$ cat config.mk
export PLATFORM = sky130hd
export DESIGN_NAME = packbits_run_length_encoder_top
export DESIGN_NICKNAME = d
export VERILOG_FILES = /design/src/hw/rtl/pbrle_pkg.sv /design/src/hw/rtl/packbits_run_length_encoder_top.sv /design/src/hw/rtl/pbrle_plan.sv /design/src/hw/rtl/pbrle_emit.sv /design/src/hw/rtl/pbrle_pack.sv
export VERILOG_INCLUDE_DIRS = /design/src /design/src/hw/rtl
export SDC_FILE = /design/constraint.sdc
export NUM_CORES = 2
export LEC_CHECK = 0
export BUFFER_PORTS_ARGS = -buffer_cell sky130_fd_sc_hd__clkbuf_2
export CORE_MARGIN = 8
export CORE_UTILIZATION = 25
export CTS_CLUSTER_DIAMETER = 50
export DETAILED_ROUTE_END_ITERATION = 8
export GPL_ROUTABILITY_DRIVEN = 0
export PLACE_DENSITY = 0.38
export SLEW_MARGIN = 0
export SYNTH_ARGS = -nofsm -noshare
export SYNTH_HDL_FRONTEND = slang
export SYNTH_HIERARCHICAL = 1
export SYNTH_SLANG_ARGS = --single-unit
$ cat constraint.sdc
create_clock -name clk -period 14.85 [get_ports clk]
set_input_delay 3.7125 -clock clk [delete_from_list [all_inputs] [get_ports clk]]
set_output_delay 3.7125 -clock clk [all_outputs]
set_load 0.05 [all_outputs]
$ cat src/hw/rtl/packbits_run_length_encoder_top_assert.svh
`ifndef PACKBITS_RUN_LENGTH_ENCODER_TOP_ASSERT_SVH
`define PACKBITS_RUN_LENGTH_ENCODER_TOP_ASSERT_SVH

// same-cycle implication, sampled on clk, off during reset
`define PBRLE_ASSERT_NOW(label, ante, cons, msg) \
	label: assert property (@(posedge clk) disable iff (!arst_n) (ante) |-> (cons)) \
		else $error(msg);

// next-cycle implication, sampled on clk, off during reset
`define PBRLE_ASSERT_NEXT(label, ante, cons, msg) \
	label: assert property (@(posedge clk) disable iff (!arst_n) (ante) |=> (cons)) \
		else $error(msg);

`endif

$ cat src/hw/rtl/pbrle_pkg.sv
`default_nettype none

package pbrle_pkg;

	localparam int MAX_SEGMENT_DEF = 128;
	localparam int OUT_LANES_DEF   = 4;

	localparam logic [7:0] END_MARK = 8'd128;
	// 257 folded into eight bits
	localparam logic [7:0] RUN_BIAS = 8'd1;

	localparam logic ACT_DATA = 1'b0;
	localparam logic ACT_END  = 1'b1;

	localparam logic [1:0] SEG_NONE = 2'd0;
	localparam logic [1:0] SEG_RUN  = 2'd1;
	localparam logic [1:0] SEG_LIT  = 2'd2;

	typedef struct packed {
		logic       action;
		logic [7:0] in_byte;
	} item_t;

	typedef struct packed {
		logic [31:0] out_word;
		logic [2:0]  out_count;
		logic        out_last;
	} res_t;

	typedef struct packed {
		logic       go;
		logic [1:0] kind;
		logic [7:0] hdr;
		logic [7:0] run_byte;
		logic [7:0] lit_n;
		logic       add_end;
		logic       defer;
		logic [7:0] defer_byte;
	} job_t;

	typedef struct packed {
		logic       valid;
		logic [7:0] data;
		logic       last;
	} beat_t;

endpackage

`default_nettype wire

$ cat src/hw/rtl/packbits_run_length_encoder_top.sv
// channel | beat type          | handshake
// item    | pbrle_pkg::item_t  | item_valid / item_ready
// res     | pbrle_pkg::res_t   | res_valid / res_ready
//
// A byte that only extends the open segment starts no drain.
// A byte or end item that writes a segment drains its bytes (header, body,
// end mark), one a cycle unless res stalls, literal bytes out of the store.
// The literal store is a single-port-write, registered-read memory.
// item_ready drops while a segment drains; res stalls stop the drain.
// Reset clears the state registers, but not the job fields or literal store.
`default_nettype none

`include "packbits_run_length_encoder_top_assert.svh"

module packbits_run_length_encoder_top #(
	parameter int MAX_SEGMENT = pbrle_pkg::MAX_SEGMENT_DEF,
	parameter int OUT_LANES   = pbrle_pkg::OUT_LANES_DEF
) (
	input  wire logic             clk,
	input  wire logic             arst_n,
	input  wire logic             item_valid,
	output logic                  item_ready,
	input  wire pbrle_pkg::item_t item,
	output logic                  res_valid,
	input  wire logic             res_ready,
	output pbrle_pkg::res_t       res
);

	localparam int AW    = $clog2(MAX_SEGMENT);
	localparam int LANES = (OUT_LANES > 4) ? 4 : OUT_LANES;

	logic             accept;
	logic             busy;
	logic             take;
	logic             wr_en;
	logic [AW-1:0]    wr_addr;
	logic [7:0]       wr_data;
	pbrle_pkg::job_t  job;
	pbrle_pkg::beat_t beat;

	assign item_ready = !busy;
	assign accept     = item_valid && item_ready;

	pbrle_plan #(
		.MAX_SEGMENT(MAX_SEGMENT)
	) u_plan (
		.clk     (clk),
		.arst_n  (arst_n),
		.accept  (accept),
		.item    (item),
		.job     (job),
		.wr_en   (wr_en),
		.wr_addr (wr_addr),
		.wr_data (wr_data)
	);

	pbrle_emit #(
		.MAX_SEGMENT(MAX_SEGMENT)
	) u_emit (
		.clk     (clk),
		.arst_n  (arst_n),
		.job     (job),
		.wr_en   (wr_en),
		.wr_addr (wr_addr),
		.wr_data (wr_data),
		.take    (take),
		.beat    (beat),
		.busy    (busy)
	);

	pbrle_pack #(
		.OUT_LANES(OUT_LANES)
	) u_pack (
		.clk       (clk),
		.arst_n    (arst_n),
		.beat      (beat),
		.take      (take),
		.res       (res),
		.res_valid (res_valid),
		.res_ready (res_ready)
	);

	`PBRLE_ASSERT_NEXT(a_end_drains, accept && item.action, busy, "end item did not start a drain")
	`PBRLE_ASSERT_NOW(a_count_range, res_valid, (res.out_count != 3'd0) && (res.out_count <= 3'(LANES)), "word count out of range")
	`PBRLE_ASSERT_NOW(a_more_pending, res_valid && !res.out_last, busy, "non-final word with emitter idle")
	`PBRLE_ASSERT_NOW(a_lanes_clean, res_valid && (res.out_count < 3'd4), (res.out_word >> {res.out_count, 3'b000}) == 32'd0, "unused lanes not zero")

endmodule

`default_nettype wire

$ cat src/hw/rtl/pbrle_plan.sv
`default_nettype none

module pbrle_plan #(
	parameter int MAX_SEGMENT = pbrle_pkg::MAX_SEGMENT_DEF
) (
	input  wire logic                                clk,
	input  wire logic                                arst_n,
	input  wire logic                                accept,
	input  wire pbrle_pkg::item_t                    item,
	output pbrle_pkg::job_t                          job,
	output logic                                     wr_en,
	output logic [$clog2(MAX_SEGMENT)-1:0]           wr_addr,
	output logic [7:0]                               wr_data
);

	localparam int AW = $clog2(MAX_SEGMENT);
	localparam int CW = $clog2(MAX_SEGMENT + 1);

	logic [CW-1:0] p_q, p_d;
	logic          rm_q, rm_d;
	logic [7:0]    lb_q, lb_d;
	logic [7:0]    slb_q, slb_d;
	logic          slv_q, slv_d;

	logic [7:0] p8;
	logic [7:0] b;
	logic       full;
	logic       open_lit;
	logic       put_run;
	logic       put_lit;

	assign p8      = 8'(p_q);
	assign b       = item.in_byte;
	assign full    = (p_q >= CW'(MAX_SEGMENT));
	assign wr_addr = p_q[AW-1:0];
	assign wr_data = b;

	always_comb begin
		job            = '0;
		job.kind       = pbrle_pkg::SEG_NONE;
		job.run_byte   = lb_q;
		job.defer_byte = b;
		job.lit_n      = p8;
		job.hdr        = p8 - 8'd1;
		p_d      = p_q;
		rm_d     = rm_q;
		lb_d     = lb_q;
		slb_d    = slb_q;
		slv_d    = slv_q;
		wr_en    = 1'b0;
		open_lit = 1'b0;
		put_run  = 1'b0;
		put_lit  = 1'b0;
		if (accept) begin
			if (item.action) begin
				job.go      = 1'b1;
				job.add_end = 1'b1;
				if (p_q != '0) begin
					put_run = rm_q;
					put_lit = !rm_q;
				end
				p_d   = '0;
				rm_d  = 1'b0;
				lb_d  = '0;
				slb_d = '0;
				slv_d = 1'b0;
			end else if (p_q == '0) begin
				open_lit = 1'b1;
				wr_en    = 1'b1;
			end else if (b == lb_q) begin
				if (rm_q) begin
					if (full) begin
						put_run   = 1'b1;
						open_lit  = 1'b1;
						job.defer = 1'b1;
					end else begin
						p_d = p_q + 1'b1;
					end
				end else if (slv_q && (slb_q == lb_q)) begin
					put_lit   = 1'b1;
					job.lit_n = p8 - 8'd2;
					job.hdr   = p8 - 8'd3;
					p_d       = CW'(3);
					rm_d      = 1'b1;
					slv_d     = 1'b0;
				end else if (full) begin
					put_lit   = 1'b1;
					open_lit  = 1'b1;
					job.defer = 1'b1;
				end else begin
					wr_en = 1'b1;
					slb_d = lb_q;
					slv_d = 1'b1;
					p_d   = p_q + 1'b1;
					if (p_q == CW'(1)) begin
						rm_d  = 1'b1;
						slv_d = 1'b0;
					end
				end
			end else begin
				if (rm_q) begin
					put_run   = 1'b1;
					open_lit  = 1'b1;
					job.defer = 1'b1;
				end else if (full) begin
					put_lit   = 1'b1;
					open_lit  = 1'b1;
					job.defer = 1'b1;
				end else begin
					wr_en = 1'b1;
					slb_d = lb_q;
					slv_d = 1'b1;
					lb_d  = b;
					p_d   = p_q + 1'b1;
				end
			end
			if (open_lit) begin
				lb_d  = b;
				p_d   = CW'(1);
				rm_d  = 1'b0;
				slv_d = 1'b0;
			end
			if (put_run) begin
				job.go   = 1'b1;
				job.kind = pbrle_pkg::SEG_RUN;
				job.hdr  = pbrle_pkg::RUN_BIAS - p8;
			end
			if (put_lit) begin
				job.go   = 1'b1;
				job.kind = pbrle_pkg::SEG_LIT;
			end
		end
	end

	always_ff @(posedge clk or negedge arst_n) begin
		if (!arst_n) begin
			p_q   <= '0;
			rm_q  <= 1'b0;
			lb_q  <= '0;
			slb_q <= '0;
			slv_q <= 1'b0;
		end else begin
			p_q   <= p_d;
			rm_q  <= rm_d;
			lb_q  <= lb_d;
			slb_q <= slb_d;
			slv_q <= slv_d;
		end
	end

endmodule

`default_nettype wire

$ cat src/hw/rtl/pbrle_emit.sv
`default_nettype none

module pbrle_emit #(
	parameter int MAX_SEGMENT = pbrle_pkg::MAX_SEGMENT_DEF
) (
	input  wire logic                                clk,
	input  wire logic                                arst_n,
	input  wire pbrle_pkg::job_t                     job,
	input  wire logic                                wr_en,
	input  wire logic [$clog2(MAX_SEGMENT)-1:0]      wr_addr,
	input  wire logic [7:0]                          wr_data,
	input  wire logic                                take,
	output pbrle_pkg::beat_t                         beat,
	output logic                                     busy
);

	localparam int AW = $clog2(MAX_SEGMENT);

	localparam logic [1:0] PH_HDR  = 2'd0;
	localparam logic [1:0] PH_BODY = 2'd1;
	localparam logic [1:0] PH_END  = 2'd2;

	logic [7:0]    store_q [MAX_SEGMENT];
	logic [7:0]    rd_data_q;

	logic          busy_q;
	logic [1:0]    phase_q;
	logic [AW-1:0] idx_q, idx_d;
	logic [1:0]    kind_q;
	logic [7:0]    hdr_q;
	logic [7:0]    runb_q;
	logic [7:0]    litn_q;
	logic          end_q;
	logic          defer_q;
	logic [7:0]    defb_q;

	logic          body_done;
	logic          finish;
	logic          we;
	logic [AW-1:0] wa;
	logic [7:0]    wd;

	assign busy = busy_q;

	always_comb begin
		beat.valid = busy_q;
		beat.data  = '0;
		beat.last  = 1'b0;
		body_done  = 1'b0;
		unique case (phase_q)
			PH_HDR: begin
				beat.data = hdr_q;
			end
			PH_BODY: begin
				if (kind_q == pbrle_pkg::SEG_RUN) begin
					beat.data = runb_q;
					body_done = 1'b1;
				end else begin
					beat.data = rd_data_q;
					body_done = (8'(idx_q) == (litn_q - 8'd1));
				end
				beat.last = body_done && !end_q;
			end
			PH_END: begin
				beat.data = pbrle_pkg::END_MARK;
				beat.last = 1'b1;
			end
			default: begin
				beat.valid = 1'b0;
			end
		endcase
	end

	assign finish = take && beat.last;

	always_comb begin
		idx_d = idx_q;
		if (job.go) begin
			idx_d = '0;
		end else if (take && (phase_q == PH_BODY) && !body_done) begin
			idx_d = idx_q + 1'b1;
		end
	end

	// hold the restart byte until the old segment is sent out
	assign we = wr_en || (finish && defer_q);
	assign wa = wr_en ? wr_addr : '0;
	assign wd = wr_en ? wr_data : defb_q;

	always_ff @(posedge clk) begin
		if (we) begin
			store_q[wa] <= wd;
		end
		rd_data_q <= store_q[idx_d];
	end

	always_ff @(posedge clk) begin
		if (job.go) begin
			kind_q  <= job.kind;
			hdr_q   <= job.hdr;
			runb_q  <= job.run_byte;
			litn_q  <= job.lit_n;
			end_q   <= job.add_end;
			defer_q <= job.defer;
			defb_q  <= job.defer_byte;
		end
	end

	always_ff @(posedge clk or negedge arst_n) begin
		if (!arst_n) begin
			busy_q  <= 1'b0;
			phase_q <= PH_HDR;
			idx_q   <= '0;
		end else begin
			idx_q <= idx_d;
			if (job.go) begin
				busy_q  <= 1'b1;
				phase_q <= (job.kind == pbrle_pkg::SEG_NONE) ? PH_END : PH_HDR;
			end else if (take) begin
				if (beat.last) begin
					busy_q <= 1'b0;
				end
				unique case (phase_q)
					PH_HDR: begin
						phase_q <= PH_BODY;
					end
					PH_BODY: begin
						if (body_done) begin
							phase_q <= PH_END;
						end
					end
					default: begin
						phase_q <= phase_q;
					end
				endcase
			end
		end
	end

endmodule

`default_nettype wire

$ cat src/hw/rtl/pbrle_pack.sv
`default_nettype none

module pbrle_pack #(
	parameter int OUT_LANES = pbrle_pkg::OUT_LANES_DEF
) (
	input  wire logic             clk,
	input  wire logic             arst_n,
	input  wire pbrle_pkg::beat_t beat,
	output logic                  take,
	output pbrle_pkg::res_t       res,
	output logic                  res_valid,
	input  wire logic             res_ready
);

	localparam int LANES = (OUT_LANES > 4) ? 4 : OUT_LANES;

	logic [31:0] acc_q;
	logic [1:0]  cnt_q;
	logic        res_valid_q;
	pbrle_pkg::res_t res_q;

	logic [31:0] word_d;
	logic [2:0]  cnt_d;
	logic        complete;
	logic        out_free;

	assign word_d   = acc_q | (32'(beat.data) << {cnt_q, 3'b000});
	assign cnt_d    = {1'b0, cnt_q} + 3'd1;
	assign complete = (cnt_d == 3'(LANES)) || beat.last;
	assign out_free = !res_valid_q || res_ready;
	assign take     = beat.valid && (!complete || out_free);

	assign res       = res_q;
	assign res_valid = res_valid_q;

	always_ff @(posedge clk) begin
		if (take && complete) begin
			res_q.out_word  <= word_d;
			res_q.out_count <= cnt_d;
			res_q.out_last  <= beat.last;
		end
	end

	always_ff @(posedge clk or negedge arst_n) begin
		if (!arst_n) begin
			acc_q       <= '0;
			cnt_q       <= '0;
			res_valid_q <= 1'b0;
		end else if (take && complete) begin
			acc_q       <= '0;
			cnt_q       <= '0;
			res_valid_q <= 1'b1;
		end else begin
			if (res_ready) begin
				res_valid_q <= 1'b0;
			end
			if (take) begin
				acc_q <= word_d;
				cnt_q <= cnt_d[1:0];
			end
		end
	end

endmodule

`default_nettype wire
==> out/qor.csv <==
stage,metric,value,unit
clock_tree,clock_latency,0.78,ns
critical_path,required,15.42,ns
final_layout,multi_input_area,13400,µm²
clock_tree,cts_buffers,156,
critical_path,regToRegStartpoint,u_emit/litn_q[0],
floorplan,die_area,213300,µm²
critical_path,critPathLaunchType,input port,
hold_path,hp-class,reg2reg,
sta,rsz0062_at_grt,no,
route,vias,31729,
critical_path,reg2reg_depth,24,
yosys,syn_avg_cell_area,12.87,µm²
power,power_density,200.2,nW/µm²
critical_path,arrival,9.62,ns
critical_path,crit_type,in2reg,
yosys,synthArstFlopShare,0.06043,
sta,slew_headroom,0.04157,
sta,slew_viol_final,0,
hold_path,hold_depth,1,
clock_tree,clock-root-buffer,clkbuf_16,
grt,grt_first_pass_wirelength,237400,µm
yosys,syn-cell-area,49690,µm²
power,p_switching,0.004409,W
grt,overflow,0,
sta,fin_crit,9.046,ns
clock_tree,cts_resized,0,
route,viasPerCell,4.782,
clock_tree,cts_sinks,1175,
power,seqPwrFrac,0.353,
yosys,yosysSeqAreaShare,0.7013,
power,power,0.01153,W
floorplan,start_util,0.2517,
yosys,syn-num-nets,3890,
clock_tree,clk_pin_slew_worst_paths,0.06,ns
yosys,syn_inst,3862,
power,ir_drop,219.9,µV
critical_path,end_kind,register,
floorplan,die_y,461.8,µm
final_layout,final_area,57610,µm²
critical_path,reg2reg_slack,6.75,ns
flow_run,cap_violations,0,
sta,skew,0.03258,ns
power,pwr-share-clk,0.318,
outcome,status,"complete, no violations",
sta,fin_crit_sh,0.6092,
final_layout,regArea,34850,µm²
clock_tree,cts_hold_buf,0,
grt,grt_antenna_before_repair,12,
grt,grt_max_degree,131,
clock_tree,post-cts-setup-buffers,0,
floorplan,ios,51,
grt,grt_usage,0.1517,
route,drt_iter0_markers,2849,
sta,setup-violations-final,0,
sta,fmax,110.5,MHz
route,ant_nets,0,
route,drc,0,
power,swShare,0.3823,
floorplan,die_x,461.8,µm
sta,finalSetupTns,0,ns
yosys,ys_ff_latch,1175,
critical_path,rr_endpoint,u_emit/rd_data_q[1],
placement,post-dp-hpwl,99870,µm
route,drt-pass1-iter-count,8,
placement,place_area,52580,µm²
sta,tightest_slew,1.425,ns
final_layout,final_nets,3894,
clock_tree,cts.path.max_buffers,3,
clock_tree,cts_tree,done,
power,combPwrFrac,0.329,
yosys,synth.top_cells.by_area,"edfxtp_1 66%, nand2_1 6.7%, nand3_1 3.8%",
grt,grt_pass1_vias,31343,
final_layout,fill_cells,20146,
yosys,synth_edf_count,1096,
clock_tree,h-tree-depth,4,
floorplan,num_rows,163,
hold_path,hold_path_end,u_pack/acc_q[25],
power,p_int,0.007123,W
route,wl,166500,µm
final_layout,layout-drive-gt1-share,0.1213,
yosys,yosysWarnings,6,
sta,hold_violations,0,
yosys,yosys.area.top_type,edfxtp_1,
route,wl_per_cell,25.10,µm
power,leakagePower,19.38,nW
final_layout,area_delta_synth_final,15.93,%
placement,io_buffers,50,
yosys,synth_top_area_frac,0.6623,
yosys,yosysUniqueCellTypes,103,
critical_path,critPathMaxFanout,76,
yosys,ys.flop_type,edfxtp_1,
floorplan,core_area,197400,µm²
hold_path,hold_start,u_pack/acc_q[25],
-- power groups by stage --
stage	logic [W]	registers [W]	clock network, W
6_report	0.00380	0.00407	0.00367
5_1_grt	0.00413	0.00409	0.00389
4_1_cts	0.00387	0.00408	0.00377
3_5_place_dp	0.00386	0.00414	0
3_3_place_gp	0.00386	0.00414	0
2_1_floorplan	0.00243	0.00418	0
-- logic make-up (layout without fill, tap and decap cells) --
family | count (synthesis) | in the layout | share of synthesized area
other cells | 0 | 4 | 0
xor+xnor | 44 | 44 | 0.008032
buf+inv | 325 | 454 | 0.03263
flops | 1175 | 1175 | 0.7013
simple gates | 1713 | 1713 | 0.1539
mux | 80 | 80 | 0.02029
fa+ha+maj | 15 | 15 | 0.003777
compound gates | 510 | 510 | 0.08012
-- synth_stat cells, types with 25 or more instances --
cell / number
a21oi_1: 49
buf_2: 107
a311oi_1: 26
clkbuf_1: 84
mux2i_1: 46
o2111ai_1: 47
nand4_1: 62
o21ai_0: 45
nor2b_1: 25
nand2_1: 892
a221oi_1: 26
edfxtp_1: 1096
xnor2_1: 25
buf_4: 48
nor3_1: 27
nor2_1: 198
o22ai_1: 29
nand3_1: 373
dfrtp_1: 71
inv_1: 47
a31oi_1: 59
and3_1: 54
-- layer usage --
metal,GRT usage,vias to the layer above,share of wire
met5,0,-,0
li1,-,14448,-
met2,0.2463,851,0.47
met4,0.04133,0,0.025
met1,0.2116,16211,0.46
met3,0.02305,219,0.047
-- critical path, stage by stage --
cell and delay, ns:
clkbuf_2 0.12, xnor2_1 0.15, nand4_1 0.16, nor2_1 0.41, nand2b_1 0.15, o21ai_1 0.27, o221a_2 0.25, buf_4 0.61
nor2b_1 0.13, a21boi_4 0.21, nor2_8 0.39, buf_12 0.41, buf_4 0.68, nand3_1 0.25, nand3_1 0.16, a21oi_1 0.10
nor4_1 1.23, a22oi_1 0.15
-- final cells by class --
cell class              count  share of cell area
clock buffers             188             0.07094
diodes                      4           0.0001738
multi-input cells        2362              0.2326
repair buffers            118             0.01412
flip-flops and latches   1175              0.6049
inverters                  53            0.003801
clock inverters            95             0.01614
well taps                2640             0.05734
-- worst max-delay path by stage --
stage | start | to | slack [ns] | depth (start not counted)
floorplan | item_valid | u_emit/rd_data_q[6] | 7.28 | 15
global placement | item[1] | u_emit/rd_data_q[5] | 4.94 | 18
detailed placement | item[1] | u_emit/rd_data_q[7] | 4.99 | 18
CTS | item[1] | u_emit/rd_data_q[7] | 5.86 | 18
global route | item[1] | u_emit/rd_data_q[7] | 5.45 | 18
finish | item[1] | u_emit/rd_data_q[7] | 5.80 | 18
-- stage by stage --
step                      setup WS, ns  instances  hold slack (ns)  utilization
after global routing             5.447       6631           0.5110       0.2918
after CTS                        5.859       6631           0.4944       0.2918
after global placement           4.940       6347           0.4793       0.2663
final                            5.804       6635           0.4922       0.2918
after floorplan                  7.283       3862           0.4657            -
after detailed placement         4.990       6348           0.4813       0.2663
-- flip-flops by register name (all words and copies together), names as in the netlist --
name              count
u_emit/busy           1
u_emit/defb_q         8
u_emit/defer_q        1
u_emit/end_q          1
u_emit/hdr_q          8
u_emit/idx_q          7
u_emit/kind_q         2
u_emit/litn_q         8
u_emit/phase_q        2
u_emit/rd_data_q      8
u_emit/runb_q         8
u_emit/store_q     1024
u_pack/acc_q         32
u_pack/cnt_q          2
u_pack/res           36
u_pack/res_valid      1
u_plan/lb_q           8
u_plan/p8             8
u_plan/rm_q           1
u_plan/slb_q          8
u_plan/slv_q          1
-- placed cells by master, fill, tap and decap left out, types with 48 or more instances in the layout --
master and n:
nand3_1 369, a21oi_1 48, edfxtp_1 1096, a31oi_1 59
buf_4 65, nand4_1 62, dfrtp_1 71, nor2_1 196
and3_1 54, nand2_1 891, clkbuf_16 158, clkbuf_2 49
Power figures use the tool's default switching activity.
